==> src/hdl/icmpe_pkg.sv <==
// ----------------------------------------------------------------------------
// icmpe_pkg
// Shared constants and controller/datapath signal groups for the ICMP echo
// responder.
// ----------------------------------------------------------------------------
package icmpe_pkg;

    localparam int unsigned MIN_FRAME   = 98;
    localparam int unsigned ETYPE_OFF   = 12;
    localparam int unsigned IP_OFF      = 14;
    localparam int unsigned PROTO_OFF   = 23;
    localparam int unsigned IPCS_OFF    = 24;
    localparam int unsigned SRC_OFF     = 26;
    localparam int unsigned DST_OFF     = 30;
    localparam int unsigned ICMP_OFF    = 34;
    localparam int unsigned ICMPCS_OFF  = 36;
    localparam int unsigned REPLY_WORDS = (64 + 20) / 2;
    localparam int unsigned WORD_W      = $clog2(REPLY_WORDS);
    localparam int unsigned SUM_W       = 21;

    localparam logic [15:0] ETHERTYPE_IPV4 = 16'h0800;
    localparam logic [7:0]  PROTO_ICMP     = 8'd1;
    localparam logic [31:0] HOST_IP_RESET  = 32'hC0A8_0402;

    typedef struct packed {
        logic rx_en;
        logic fold;
        logic rd;
        logic load;
        logic next_word;
    } t_ctrl_cmd;

    typedef struct packed {
        logic frame_ok;
        logic tx_taken;
        logic last_word;
    } t_dp_status;

endpackage

==> src/hdl/icmpe_rx_if.sv <==
// ----------------------------------------------------------------------------
// icmpe_rx_if
// Receive byte stream: one frame byte per request with end and host flags.
// ----------------------------------------------------------------------------
interface icmpe_rx_if;
    logic       valid;
    logic       ready;
    logic [7:0] rx_byte;
    logic       rx_last;
    logic       to_host;

    modport source (output valid, output rx_byte, output rx_last, output to_host,
                    input ready);
    modport sink   (input valid, input rx_byte, input rx_last, input to_host,
                    output ready);
endinterface

==> src/hdl/icmpe_tx_if.sv <==
// ----------------------------------------------------------------------------
// icmpe_tx_if
// Transmit word stream: reply words, big-endian, with a last flag.
// ----------------------------------------------------------------------------
interface icmpe_tx_if;
    logic        valid;
    logic        ready;
    logic [15:0] tx_word;
    logic        tx_last;

    modport source (output valid, output tx_word, output tx_last, input ready);
    modport sink   (input valid, input tx_word, input tx_last, output ready);
endinterface

==> src/hdl/icmpe_ctrl.sv <==
// ----------------------------------------------------------------------------
// icmpe_ctrl
// Sequencer: receive a frame, fold the checksums, then walk the reply words
// through read, load and handoff steps.
// ----------------------------------------------------------------------------
module icmpe_ctrl (
    input  logic                   i_clk,
    input  logic                   i_rst_n,
    input  icmpe_pkg::t_dp_status  i_status,
    output icmpe_pkg::t_ctrl_cmd   o_cmd
);
    import icmpe_pkg::*;

    localparam logic [2:0] S_RECV = 3'd0;
    localparam logic [2:0] S_FOLD = 3'd1;
    localparam logic [2:0] S_RD   = 3'd2;
    localparam logic [2:0] S_LOAD = 3'd3;
    localparam logic [2:0] S_WAIT = 3'd4;

    logic [2:0] r_state;
    logic [2:0] n_state;

    always_comb begin
        n_state = r_state;
        o_cmd   = '0;
        case (r_state)
            S_RECV: begin
                o_cmd.rx_en = 1'b1;
                if (i_status.frame_ok) begin
                    n_state = S_FOLD;
                end
            end
            S_FOLD: begin
                o_cmd.fold = 1'b1;
                n_state    = S_RD;
            end
            S_RD: begin
                o_cmd.rd = 1'b1;
                n_state  = S_LOAD;
            end
            S_LOAD: begin
                o_cmd.load = 1'b1;
                n_state    = S_WAIT;
            end
            S_WAIT: begin
                if (i_status.tx_taken) begin
                    if (i_status.last_word) begin
                        n_state = S_RECV;
                    end else begin
                        o_cmd.next_word = 1'b1;
                        n_state         = S_RD;
                    end
                end
            end
            default: begin
                n_state = S_RECV;
            end
        endcase
    end

    always_ff @(posedge i_clk) begin
        if (!i_rst_n) begin
            r_state <= S_RECV;
        end else begin
            r_state <= n_state;
        end
    end

endmodule

==> src/hdl/icmpe_datapath.sv <==
// ----------------------------------------------------------------------------
// icmpe_datapath
// Frame store, header capture, running checksum sums and the reply word
// builder with its output register.
// ----------------------------------------------------------------------------
module icmpe_datapath #(
    parameter int unsigned STORE_BYTES = 128
) (
    input  logic                   i_clk,
    input  logic                   i_rst_n,
    input  logic                   i_cfg_we,
    input  logic [31:0]            i_cfg_wdata,
    input  logic                   i_rx_valid,
    input  logic [7:0]             i_rx_byte,
    input  logic                   i_rx_last,
    input  logic                   i_to_host,
    input  logic                   i_tx_ready,
    input  icmpe_pkg::t_ctrl_cmd   i_cmd,
    output icmpe_pkg::t_dp_status  o_status,
    output logic                   o_tx_valid,
    output logic [15:0]            o_tx_word,
    output logic                   o_tx_last
);
    import icmpe_pkg::*;

    localparam int unsigned AW = $clog2(STORE_BYTES);
    localparam int unsigned CW = $clog2(STORE_BYTES + 1);

    logic [7:0]        r_mem [STORE_BYTES];
    logic [CW-1:0]     r_count;
    logic [31:0]       r_host_ip;
    logic [7:0]        r_hi;
    logic [15:0]       r_etype;
    logic [7:0]        r_proto;
    logic [31:0]       r_dst;
    logic [SUM_W-1:0]  r_ip_sum;
    logic [SUM_W-1:0]  r_icmp_sum;
    logic [15:0]       r_ip_csum;
    logic [15:0]       r_icmp_csum;
    logic [WORD_W-1:0] r_word_idx;
    logic [7:0]        r_rd0;
    logic [7:0]        r_rd1;
    logic              r_tx_valid;
    logic [15:0]       r_tx_word;
    logic              r_tx_last;

    logic              w_accept;
    logic              w_room;
    logic              w_odd;
    logic              w_ip_word;
    logic              w_icmp_word;
    logic              w_match;
    logic              w_long_enough;
    logic [15:0]       w_pair;
    logic [AW-1:0]     w_p;
    logic [AW-1:0]     w_ra;
    logic [15:0]       w_word;

    function automatic logic [15:0] fold_csum(input logic [SUM_W-1:0] s);
        logic [16:0] s1;
        logic [15:0] s2;
        s1 = 17'(s[15:0]) + 17'(s[SUM_W-1:16]);
        s2 = s1[15:0] + 16'(s1[16]);
        return ~s2;
    endfunction

    assign w_accept = i_rx_valid && i_cmd.rx_en;
    assign w_room   = r_count < CW'(STORE_BYTES);
    assign w_odd    = r_count[0];
    assign w_pair   = {r_hi, i_rx_byte};

    // Checksum field and ICMP type/code are left out of the sums: they read as zero.
    assign w_ip_word   = w_odd && (r_count > CW'(IP_OFF)) && (r_count < CW'(ICMP_OFF))
                         && (r_count != CW'(IPCS_OFF + 1));
    assign w_icmp_word = w_odd && (r_count > CW'(ICMPCS_OFF + 1))
                         && (r_count < CW'(MIN_FRAME));

    assign w_match = (r_etype == ETHERTYPE_IPV4) && (r_proto == PROTO_ICMP)
                     && (r_dst == r_host_ip);

    icmpe_bytes_guard #(
        .CW (CW)
    ) u_len_guard (
        .i_count        (r_count),
        .i_min_less_one (CW'(MIN_FRAME - 1)),
        .o_long_enough  (w_long_enough)
    );

    assign o_status.frame_ok  = w_accept && i_rx_last && i_to_host && w_match
                                && w_long_enough;
    assign o_status.tx_taken  = r_tx_valid && i_tx_ready;
    assign o_status.last_word = r_word_idx == WORD_W'(REPLY_WORDS - 1);

    always_ff @(posedge i_clk) begin
        if (!i_rst_n) begin
            r_count   <= '0;
            r_host_ip <= HOST_IP_RESET;
        end else begin
            if (i_cfg_we) begin
                r_host_ip <= i_cfg_wdata;
            end
            if (w_accept) begin
                if (i_rx_last) begin
                    r_count <= '0;
                end else if (w_room) begin
                    r_count <= r_count + CW'(1);
                end
            end
        end
    end

    // Capture header fields and accumulate word sums as bytes stream in.
    always_ff @(posedge i_clk) begin
        if (w_accept) begin
            r_hi <= i_rx_byte;
            if (r_count == CW'(ETYPE_OFF)) begin
                r_etype[15:8] <= i_rx_byte;
            end
            if (r_count == CW'(ETYPE_OFF + 1)) begin
                r_etype[7:0] <= i_rx_byte;
            end
            if (r_count == CW'(PROTO_OFF)) begin
                r_proto <= i_rx_byte;
            end
            if ((r_count >= CW'(DST_OFF)) && (r_count < CW'(ICMP_OFF))) begin
                r_dst <= {r_dst[23:0], i_rx_byte};
            end
            if (r_count == '0) begin
                r_ip_sum   <= '0;
                r_icmp_sum <= '0;
            end else begin
                if (w_ip_word) begin
                    r_ip_sum <= r_ip_sum + SUM_W'(w_pair);
                end
                if (w_icmp_word) begin
                    r_icmp_sum <= r_icmp_sum + SUM_W'(w_pair);
                end
            end
        end
        if (i_cmd.fold) begin
            r_ip_csum   <= fold_csum(r_ip_sum);
            r_icmp_csum <= fold_csum(r_icmp_sum);
        end
    end

    // Byte position of the current reply word; swap source and destination on read.
    assign w_p = AW'(IP_OFF) + AW'({r_word_idx, 1'b0});

    always_comb begin
        w_ra = w_p;
        if ((w_p >= AW'(SRC_OFF)) && (w_p < AW'(DST_OFF))) begin
            w_ra = w_p + AW'(DST_OFF - SRC_OFF);
        end else if ((w_p >= AW'(DST_OFF)) && (w_p < AW'(ICMP_OFF))) begin
            w_ra = w_p - AW'(DST_OFF - SRC_OFF);
        end
    end

    always_ff @(posedge i_clk) begin
        if (w_accept && w_room) begin
            r_mem[r_count[AW-1:0]] <= i_rx_byte;
        end
        if (i_cmd.rd) begin
            r_rd0 <= r_mem[w_ra];
            r_rd1 <= r_mem[w_ra + AW'(1)];
        end
    end

    always_comb begin
        w_word = {r_rd0, r_rd1};
        if (w_p == AW'(IPCS_OFF)) begin
            w_word = r_ip_csum;
        end else if (w_p == AW'(ICMP_OFF)) begin
            w_word = '0;
        end else if (w_p == AW'(ICMPCS_OFF)) begin
            w_word = r_icmp_csum;
        end
    end

    always_ff @(posedge i_clk) begin
        if (i_cmd.fold) begin
            r_word_idx <= '0;
        end else if (i_cmd.next_word) begin
            r_word_idx <= r_word_idx + WORD_W'(1);
        end
        if (i_cmd.load) begin
            r_tx_word <= w_word;
            r_tx_last <= o_status.last_word;
        end
    end

    always_ff @(posedge i_clk) begin
        if (!i_rst_n) begin
            r_tx_valid <= 1'b0;
        end else if (i_cmd.load) begin
            r_tx_valid <= 1'b1;
        end else if (o_status.tx_taken) begin
            r_tx_valid <= 1'b0;
        end
    end

    assign o_tx_valid = r_tx_valid;
    assign o_tx_word  = r_tx_word;
    assign o_tx_last  = r_tx_last;

endmodule

==> src/hdl/icmpe_echo_responder_top_note.sv <==
// ----------------------------------------------------------------------------
// icmpe_bytes_guard
// Frame length gate: flags a received frame as long enough to hold an echo
// request once its final byte arrives.
// ----------------------------------------------------------------------------
module icmpe_bytes_guard #(
    parameter int unsigned CW = 8
) (
    input  logic [CW-1:0] i_count,
    input  logic [CW-1:0] i_min_less_one,
    output logic          o_long_enough
);
    assign o_long_enough = i_count >= i_min_less_one;
endmodule

==> src/hdl/icmp_echo_responder.sv <==
// Latency: the first reply word becomes valid after the fold, read and load states that follow the final frame byte.
// Throughput: frame bytes are taken one per cycle while receiving; each reply word passes memory read,
//   word build and handoff before the next word is read, and waits in handoff while the sink is not ready.
// Input is stalled from the final byte of a matching frame until the last word is taken.
// Reset: byte count, sequencer and output valid clear; host_ip returns to 192.168.4.2.
//   The frame store is not cleared.
// ----------------------------------------------------------------------------
// icmp_echo_responder
// Answers ICMP echo requests addressed to this host with the 84-byte IP reply.
// ----------------------------------------------------------------------------
module icmp_echo_responder #(
    parameter int unsigned STORE_BYTES = 128
) (
    input  logic        i_clk,
    input  logic        i_rst_n,
    input  logic        i_cfg_we,
    input  logic [31:0] i_cfg_wdata,
    icmpe_rx_if.sink    i_rx,
    icmpe_tx_if.source  o_tx
);
    import icmpe_pkg::*;

    t_ctrl_cmd  w_cmd;
    t_dp_status w_status;

    assign i_rx.ready = w_cmd.rx_en;

    icmpe_ctrl u_ctrl (
        .i_clk    (i_clk),
        .i_rst_n  (i_rst_n),
        .i_status (w_status),
        .o_cmd    (w_cmd)
    );

    icmpe_datapath #(
        .STORE_BYTES (STORE_BYTES)
    ) u_datapath (
        .i_clk       (i_clk),
        .i_rst_n     (i_rst_n),
        .i_cfg_we    (i_cfg_we),
        .i_cfg_wdata (i_cfg_wdata),
        .i_rx_valid  (i_rx.valid),
        .i_rx_byte   (i_rx.rx_byte),
        .i_rx_last   (i_rx.rx_last),
        .i_to_host   (i_rx.to_host),
        .i_tx_ready  (o_tx.ready),
        .i_cmd       (w_cmd),
        .o_status    (w_status),
        .o_tx_valid  (o_tx.valid),
        .o_tx_word   (o_tx.tx_word),
        .o_tx_last   (o_tx.tx_last)
    );

endmodule
==> src/flat_wrapper.sv <==
// flat-port wrapper written by rule: the top's interface ports become plain ports
module icmp_echo_responder_flat import icmpe_pkg::*;
#(
    parameter int unsigned STORE_BYTES = 128
)
  (i_clk, i_rst_n, i_cfg_we, i_cfg_wdata, i_rx_valid, i_rx_rx_byte, i_rx_rx_last, i_rx_to_host, i_rx_ready, o_tx_valid, o_tx_tx_word, o_tx_tx_last, o_tx_ready);
  icmpe_rx_if i_rx_i ();
  icmpe_tx_if o_tx_i ();
  input  logic i_clk;
  input  logic i_rst_n;
  input  logic i_cfg_we;
  input  logic [31:0] i_cfg_wdata;
  input wire logic [$bits(i_rx_i.valid)-1:0] i_rx_valid;
  input wire logic [$bits(i_rx_i.rx_byte)-1:0] i_rx_rx_byte;
  input wire logic [$bits(i_rx_i.rx_last)-1:0] i_rx_rx_last;
  input wire logic [$bits(i_rx_i.to_host)-1:0] i_rx_to_host;
  output wire logic [$bits(i_rx_i.ready)-1:0] i_rx_ready;
  output wire logic [$bits(o_tx_i.valid)-1:0] o_tx_valid;
  output wire logic [$bits(o_tx_i.tx_word)-1:0] o_tx_tx_word;
  output wire logic [$bits(o_tx_i.tx_last)-1:0] o_tx_tx_last;
  input wire logic [$bits(o_tx_i.ready)-1:0] o_tx_ready;
  assign i_rx_i.valid = i_rx_valid;
  assign i_rx_i.rx_byte = i_rx_rx_byte;
  assign i_rx_i.rx_last = i_rx_rx_last;
  assign i_rx_i.to_host = i_rx_to_host;
  assign i_rx_ready = i_rx_i.ready;
  assign o_tx_valid = o_tx_i.valid;
  assign o_tx_tx_word = o_tx_i.tx_word;
  assign o_tx_tx_last = o_tx_i.tx_last;
  assign o_tx_i.ready = o_tx_ready;
  icmp_echo_responder #(.STORE_BYTES(STORE_BYTES)) u_core (.i_clk(i_clk), .i_rst_n(i_rst_n), .i_cfg_we(i_cfg_we), .i_cfg_wdata(i_cfg_wdata), .i_rx(i_rx_i), .o_tx(o_tx_i));
endmodule
==> config.mk <==
export PLATFORM = sky130hd
export DESIGN_NAME = icmp_echo_responder_flat
export DESIGN_NICKNAME = d
export VERILOG_FILES = /design/src/hdl/icmpe_pkg.sv /design/src/hdl/icmpe_rx_if.sv /design/src/hdl/icmpe_tx_if.sv /design/src/hdl/icmpe_ctrl.sv /design/src/hdl/icmpe_datapath.sv /design/src/hdl/icmpe_echo_responder_top_note.sv /design/src/hdl/icmp_echo_responder.sv /design/src/flat_wrapper.sv
export SDC_FILE = /design/constraint.sdc
export NUM_CORES = 2
export LEC_CHECK = 0
export BUFFER_PORTS_ARGS = -buffer_cell sky130_fd_sc_hd__buf_2
export CORE_AREA = 8 8 349 351
export DETAILED_ROUTE_END_ITERATION = 8
export DIE_AREA = 0 0 357 359
export PLACE_DENSITY_LB_ADDON = 0.05
export SETUP_SLACK_MARGIN = 0.05
export SYNTH_ARGS = -nofsm -noshare
export SYNTH_HDL_FRONTEND = slang
export SYNTH_SLANG_ARGS = --single-unit
==> constraint.sdc <==
create_clock -name i_clk -period 5.7 [get_ports i_clk]
set_input_delay 1.14 -clock i_clk [delete_from_list [all_inputs] [get_ports i_clk]]
set_output_delay 1.14 -clock i_clk [all_outputs]
set_load 0.01 [all_outputs]
==> flow_metrics.env <==
export IMPL_outcome="completed"
export IMPL_antenna_found_initial=9
export IMPL_clock_power_share=0.426
export IMPL_synthesis_instances=3484
export IMPL_synth_yosys_seq_area_share=0.711
export IMPL_crit_top_cell="sky130_fd_sc_hd__ha_1"
export IMPL_grt_max_degree=155
export IMPL_avgRoutedWirePerCell_microns=26.6
export IMPL_detail_route_wirelength_microns=139000
export IMPL_dpl_cell_count=4971
export IMPL_finalSetupViolations=0
export IMPL_insertion_delay_to_the_later_sink_of_the_worst_skew_pair_ns=0.74
export IMPL_num_vias=30000
export IMPL_p_leak_nw=18.9
export IMPL_power_frac_seq=0.483
export IMPL_postCtsSetupBuffers=0
export IMPL_finalWorstPathRequiredPeriod_ns=5.06
export IMPL_cap_viol_max_count=0
export IMPL_synth_warnings=0
export IMPL_synth_enable_flop_cells=1195
export IMPL_maxSlewViolCount=0
export IMPL_cell_chain_critical_path="inv_1 > ha_1 > nand2b_1 > nand2_1 > ha_1 > o211ai_1 > o41a_1 > nand2_2 > nor2_2 > a32oi_1 > o21ai_0 > o21ai_1 > and3_1"
export IMPL_die_height_microns=359
export IMPL_power_switching_fraction=0.234
export IMPL_whs_ns=0.470
export IMPL_timing_critical_path_arrival_ns=5.55
export IMPL_initial_core_util=0.445
export IMPL_skew_ns=0.0274
export IMPL_stdcell_count=5217
export IMPL_setup_repair_after_global_routing_missed_its_margin="false"
export IMPL_synth_area_sq_mm=0.0519
export IMPL_critical_path_max_stage_delay_ns=0.81
export IMPL_nNetsFinal=3681
export IMPL_cts_repair_resized=0
export IMPL_ir_drop_mv=0.261
export IMPL_final_core_util=0.502
export IMPL_track_usage=0.214
export IMPL_io_pins=66
export IMPL_buffer_ports_inserted=65
export IMPL_global_route_overflow_total=0
export IMPL_worst_slack_ns=0.644
export IMPL_power_share_combinational=0.091
export IMPL_yosys_most_used_dff="sky130_fd_sc_hd__edfxtp_1"
export IMPL_horiz_die_dim_microns=357
export IMPL_hold_buffer_count_at_cts=0
export IMPL_timing_final_hold_violations=0
export IMPL_buffering_stage_count_on_the_worst_path_with_inverters_included=1
export IMPL_maximum_buffer_depth_of_the_clock_tree=3
export IMPL_cts_sink_count=1245
export IMPL_dr_first_iter_drc_count=2570
export IMPL_detailedPlace_worstSlack_ns=0.763
export IMPL_clkSlewWorstSetupHoldPaths_ns=0.06
export IMPL_synth_distinct_cells=84
export IMPL_grt_pass1_vias=29800
export IMPL_finalSetupTns_ns=0
export IMPL_power_switching_mw=4.93
export IMPL_power_internal_mw=16.1
export IMPL_async_reset_ff_frac=0
export IMPL_yosys_register_bits=1245
export IMPL_wire_length_of_the_first_global_routing_pass_microns=203000
export IMPL_nets_in_the_synthesized_netlist=3593
export IMPL_post_route_cells_drive_above_1_share=0.121
export IMPL_fmax_ghz=0.198
export IMPL_ratio_of_final_minimum_period_to_clock_period=0.887
export IMPL_die_area_sq_mm=0.128
export IMPL_cts_htree_levels=4
export IMPL_gp_congestion=0.899
export IMPL_critical_path_top_delay_family="simple AND/OR/NAND/NOR gates"
export IMPL_syn_mean_instance_area_sq_um=14.9
export IMPL_timing_critical_path_to_type="flop"
export IMPL_hpwlAfterDp_microns=89100
export IMPL_start_kind="flop"
export IMPL_critical_path_slowest_cell="sky130_fd_sc_hd__nor2_2"
export IMPL_detail_route_vias_per_cell=5.75
export IMPL_number_of_buffers_added_by_the_clock_tree_synthesis_step=135
export IMPL_critical_path_max_fanout=16
export IMPL_route_detailed_drc=0
export IMPL_finalInstanceArea_sq_mm=0.0586
export IMPL_fp_coreArea_sq_mm=0.117
export IMPL_report_power_total_mw=21.1
export IMPL_power_per_cell_area_mw_per_mm2=359
export IMPL_cts_root_buf="sky130_fd_sc_hd__clkbuf_16"
export IMPL_crit_type="reg -> reg"
export IMPL_cp_required_ns=6.19
export IMPL_worst_slew_pin_slew_ns=1.25
export IMPL_cts_tree="built"
export IMPL_detailed_place_area_sq_mm=0.0540
export IMPL_synthToLayoutAreaGrowth_pct=12.9
export IMPL_hold_path_class="reg -> reg"
export IMPL_dr_pass1_iters=6
export IMPL_fp_row_count=126
export IMPL_maxSlewHeadroom=0.170
export IMPL_remaining_antenna_violation_count_after_routing=0
## flip-flops by register name, indices dropped and copies added (netlist names)
register                       flops
u_core.u_datapath.r_proto          8
u_core.u_datapath.r_ip_csum       16
u_core.u_datapath.r_word_idx       6
u_core.u_ctrl.r_state              3
u_core.u_datapath.r_icmp_sum      21
u_core.u_datapath.o_tx_last        1
u_core.u_datapath.o_tx_valid       1
u_core.u_datapath.r_icmp_csum     16
u_core.u_datapath.r_ip_sum        21
u_core.u_datapath.r_rd1            8
u_core.u_datapath.r_mem         1024
u_core.u_datapath.r_host_ip       32
u_core.u_datapath.r_rd0            8
u_core.u_datapath.r_dst           32
u_core.u_datapath.o_tx_word       16
u_core.u_datapath.r_count          8
u_core.u_datapath.r_etype         16
u_core.u_datapath.r_hi             8
## kinds of logic after synthesis
logic type      after synthesis  synth area share
simple gates                941            0.0875
buf+inv                     220            0.0184
mux                         258            0.0671
compound gates              633            0.0791
flops                      1245             0.711
xor+xnor                    125            0.0212
fa+ha+maj                    62            0.0155
## final cells by class
class | instances | area (sq um)
fillers | 9803 | 58100
diodes | 2 | 5.00
inverters | 36 | 135
multi-input cells | 2019 | 14100
clock inverters | 67 | 846
well taps | 1536 | 1920
flip-flops and latches | 1245 | 36900
repair buffers | 135 | 983
clock buffers | 177 | 3710
## worst paths after layout
kind,to,slack [ns],start,depth (start not counted)
min reg2reg,u_core.u_datapath.r_dst[29],0.47,u_core.u_datapath.r_dst[21],0
max,u_core.u_datapath.r_rd1[7],0.64,u_core.u_datapath.r_word_idx[1],13
min,u_core.u_datapath.r_dst[29],0.47,u_core.u_datapath.r_dst[21],0
max reg2reg,u_core.u_datapath.r_rd1[7],0.64,u_core.u_datapath.r_word_idx[1],13
## metal layers
layer,track usage,up-vias,part of all wire
met2,0.336,920,0.47
met5,0,-,0.00050
met1,0.302,15300,0.44
li1,-,13600,-
met3,0.0443,205,0.063
met4,0.0609,10,0.026
## cells in the final DEF, fill, tap and decap left out, drive strengths merged, types with 31 or more instances in the layout
cell | Yosys | routed
edfxtp | 1195 | 1195
nand2 | 291 | 291
nor2 | 224 | 224
a21oi | 203 | 203
mux2i | 186 | 186
clkbuf | 96 | 177
nor2b | 161 | 161
a211oi | 140 | 140
buf | 88 | 135
o22ai | 92 | 92
nand3 | 92 | 92
o21ai | 74 | 74
xor2 | 73 | 73
mux4 | 72 | 72
ha | 58 | 58
xnor2 | 52 | 52
dfxtp | 50 | 50
inv | 36 | 43
clkinv | 0 | 36
nor4 | 31 | 31
## cells in the mapped netlist, types with 21 or more instances
cell type / count / area [sq um]
sky130_fd_sc_hd__nor2_1: 222 / 833
sky130_fd_sc_hd__ha_1: 58 / 726
sky130_fd_sc_hd__a21oi_1: 199 / 996
sky130_fd_sc_hd__nand4_1: 21 / 131
sky130_fd_sc_hd__nor2b_1: 160 / 1000
sky130_fd_sc_hd__dfxtp_1: 50 / 1000
sky130_fd_sc_hd__xor2_1: 72 / 631
sky130_fd_sc_hd__o21ai_1: 28 / 140
sky130_fd_sc_hd__buf_1: 21 / 78.8
sky130_fd_sc_hd__nor4_1: 31 / 194
sky130_fd_sc_hd__mux4_2: 72 / 1620
sky130_fd_sc_hd__mux2i_1: 186 / 1860
sky130_fd_sc_hd__a31oi_1: 22 / 138
sky130_fd_sc_hd__nand2_1: 289 / 1080
sky130_fd_sc_hd__and3_1: 25 / 156
sky130_fd_sc_hd__nand3_1: 92 / 460
sky130_fd_sc_hd__o21ai_0: 46 / 230
sky130_fd_sc_hd__clkbuf_1: 96 / 360
sky130_fd_sc_hd__buf_2: 52 / 260
sky130_fd_sc_hd__a211oi_1: 139 / 1040
sky130_fd_sc_hd__edfxtp_1: 1195 / 35900
sky130_fd_sc_hd__o22ai_1: 92 / 576
sky130_fd_sc_hd__xnor2_1: 52 / 455
sky130_fd_sc_hd__inv_1: 36 / 135
## power by group through the flow
stage                     sequential (mW)  combinational, mW  clock, mW
after global routing                 10.2               2.07       9.50
after CTS                            10.2               1.93       9.16
after floorplan                      10.3               1.18          0
final                                10.2               1.92       8.98
after detailed placement             10.4               1.92          0
after global placement               10.4               1.90          0
Power figures use the tool's default switching activity.
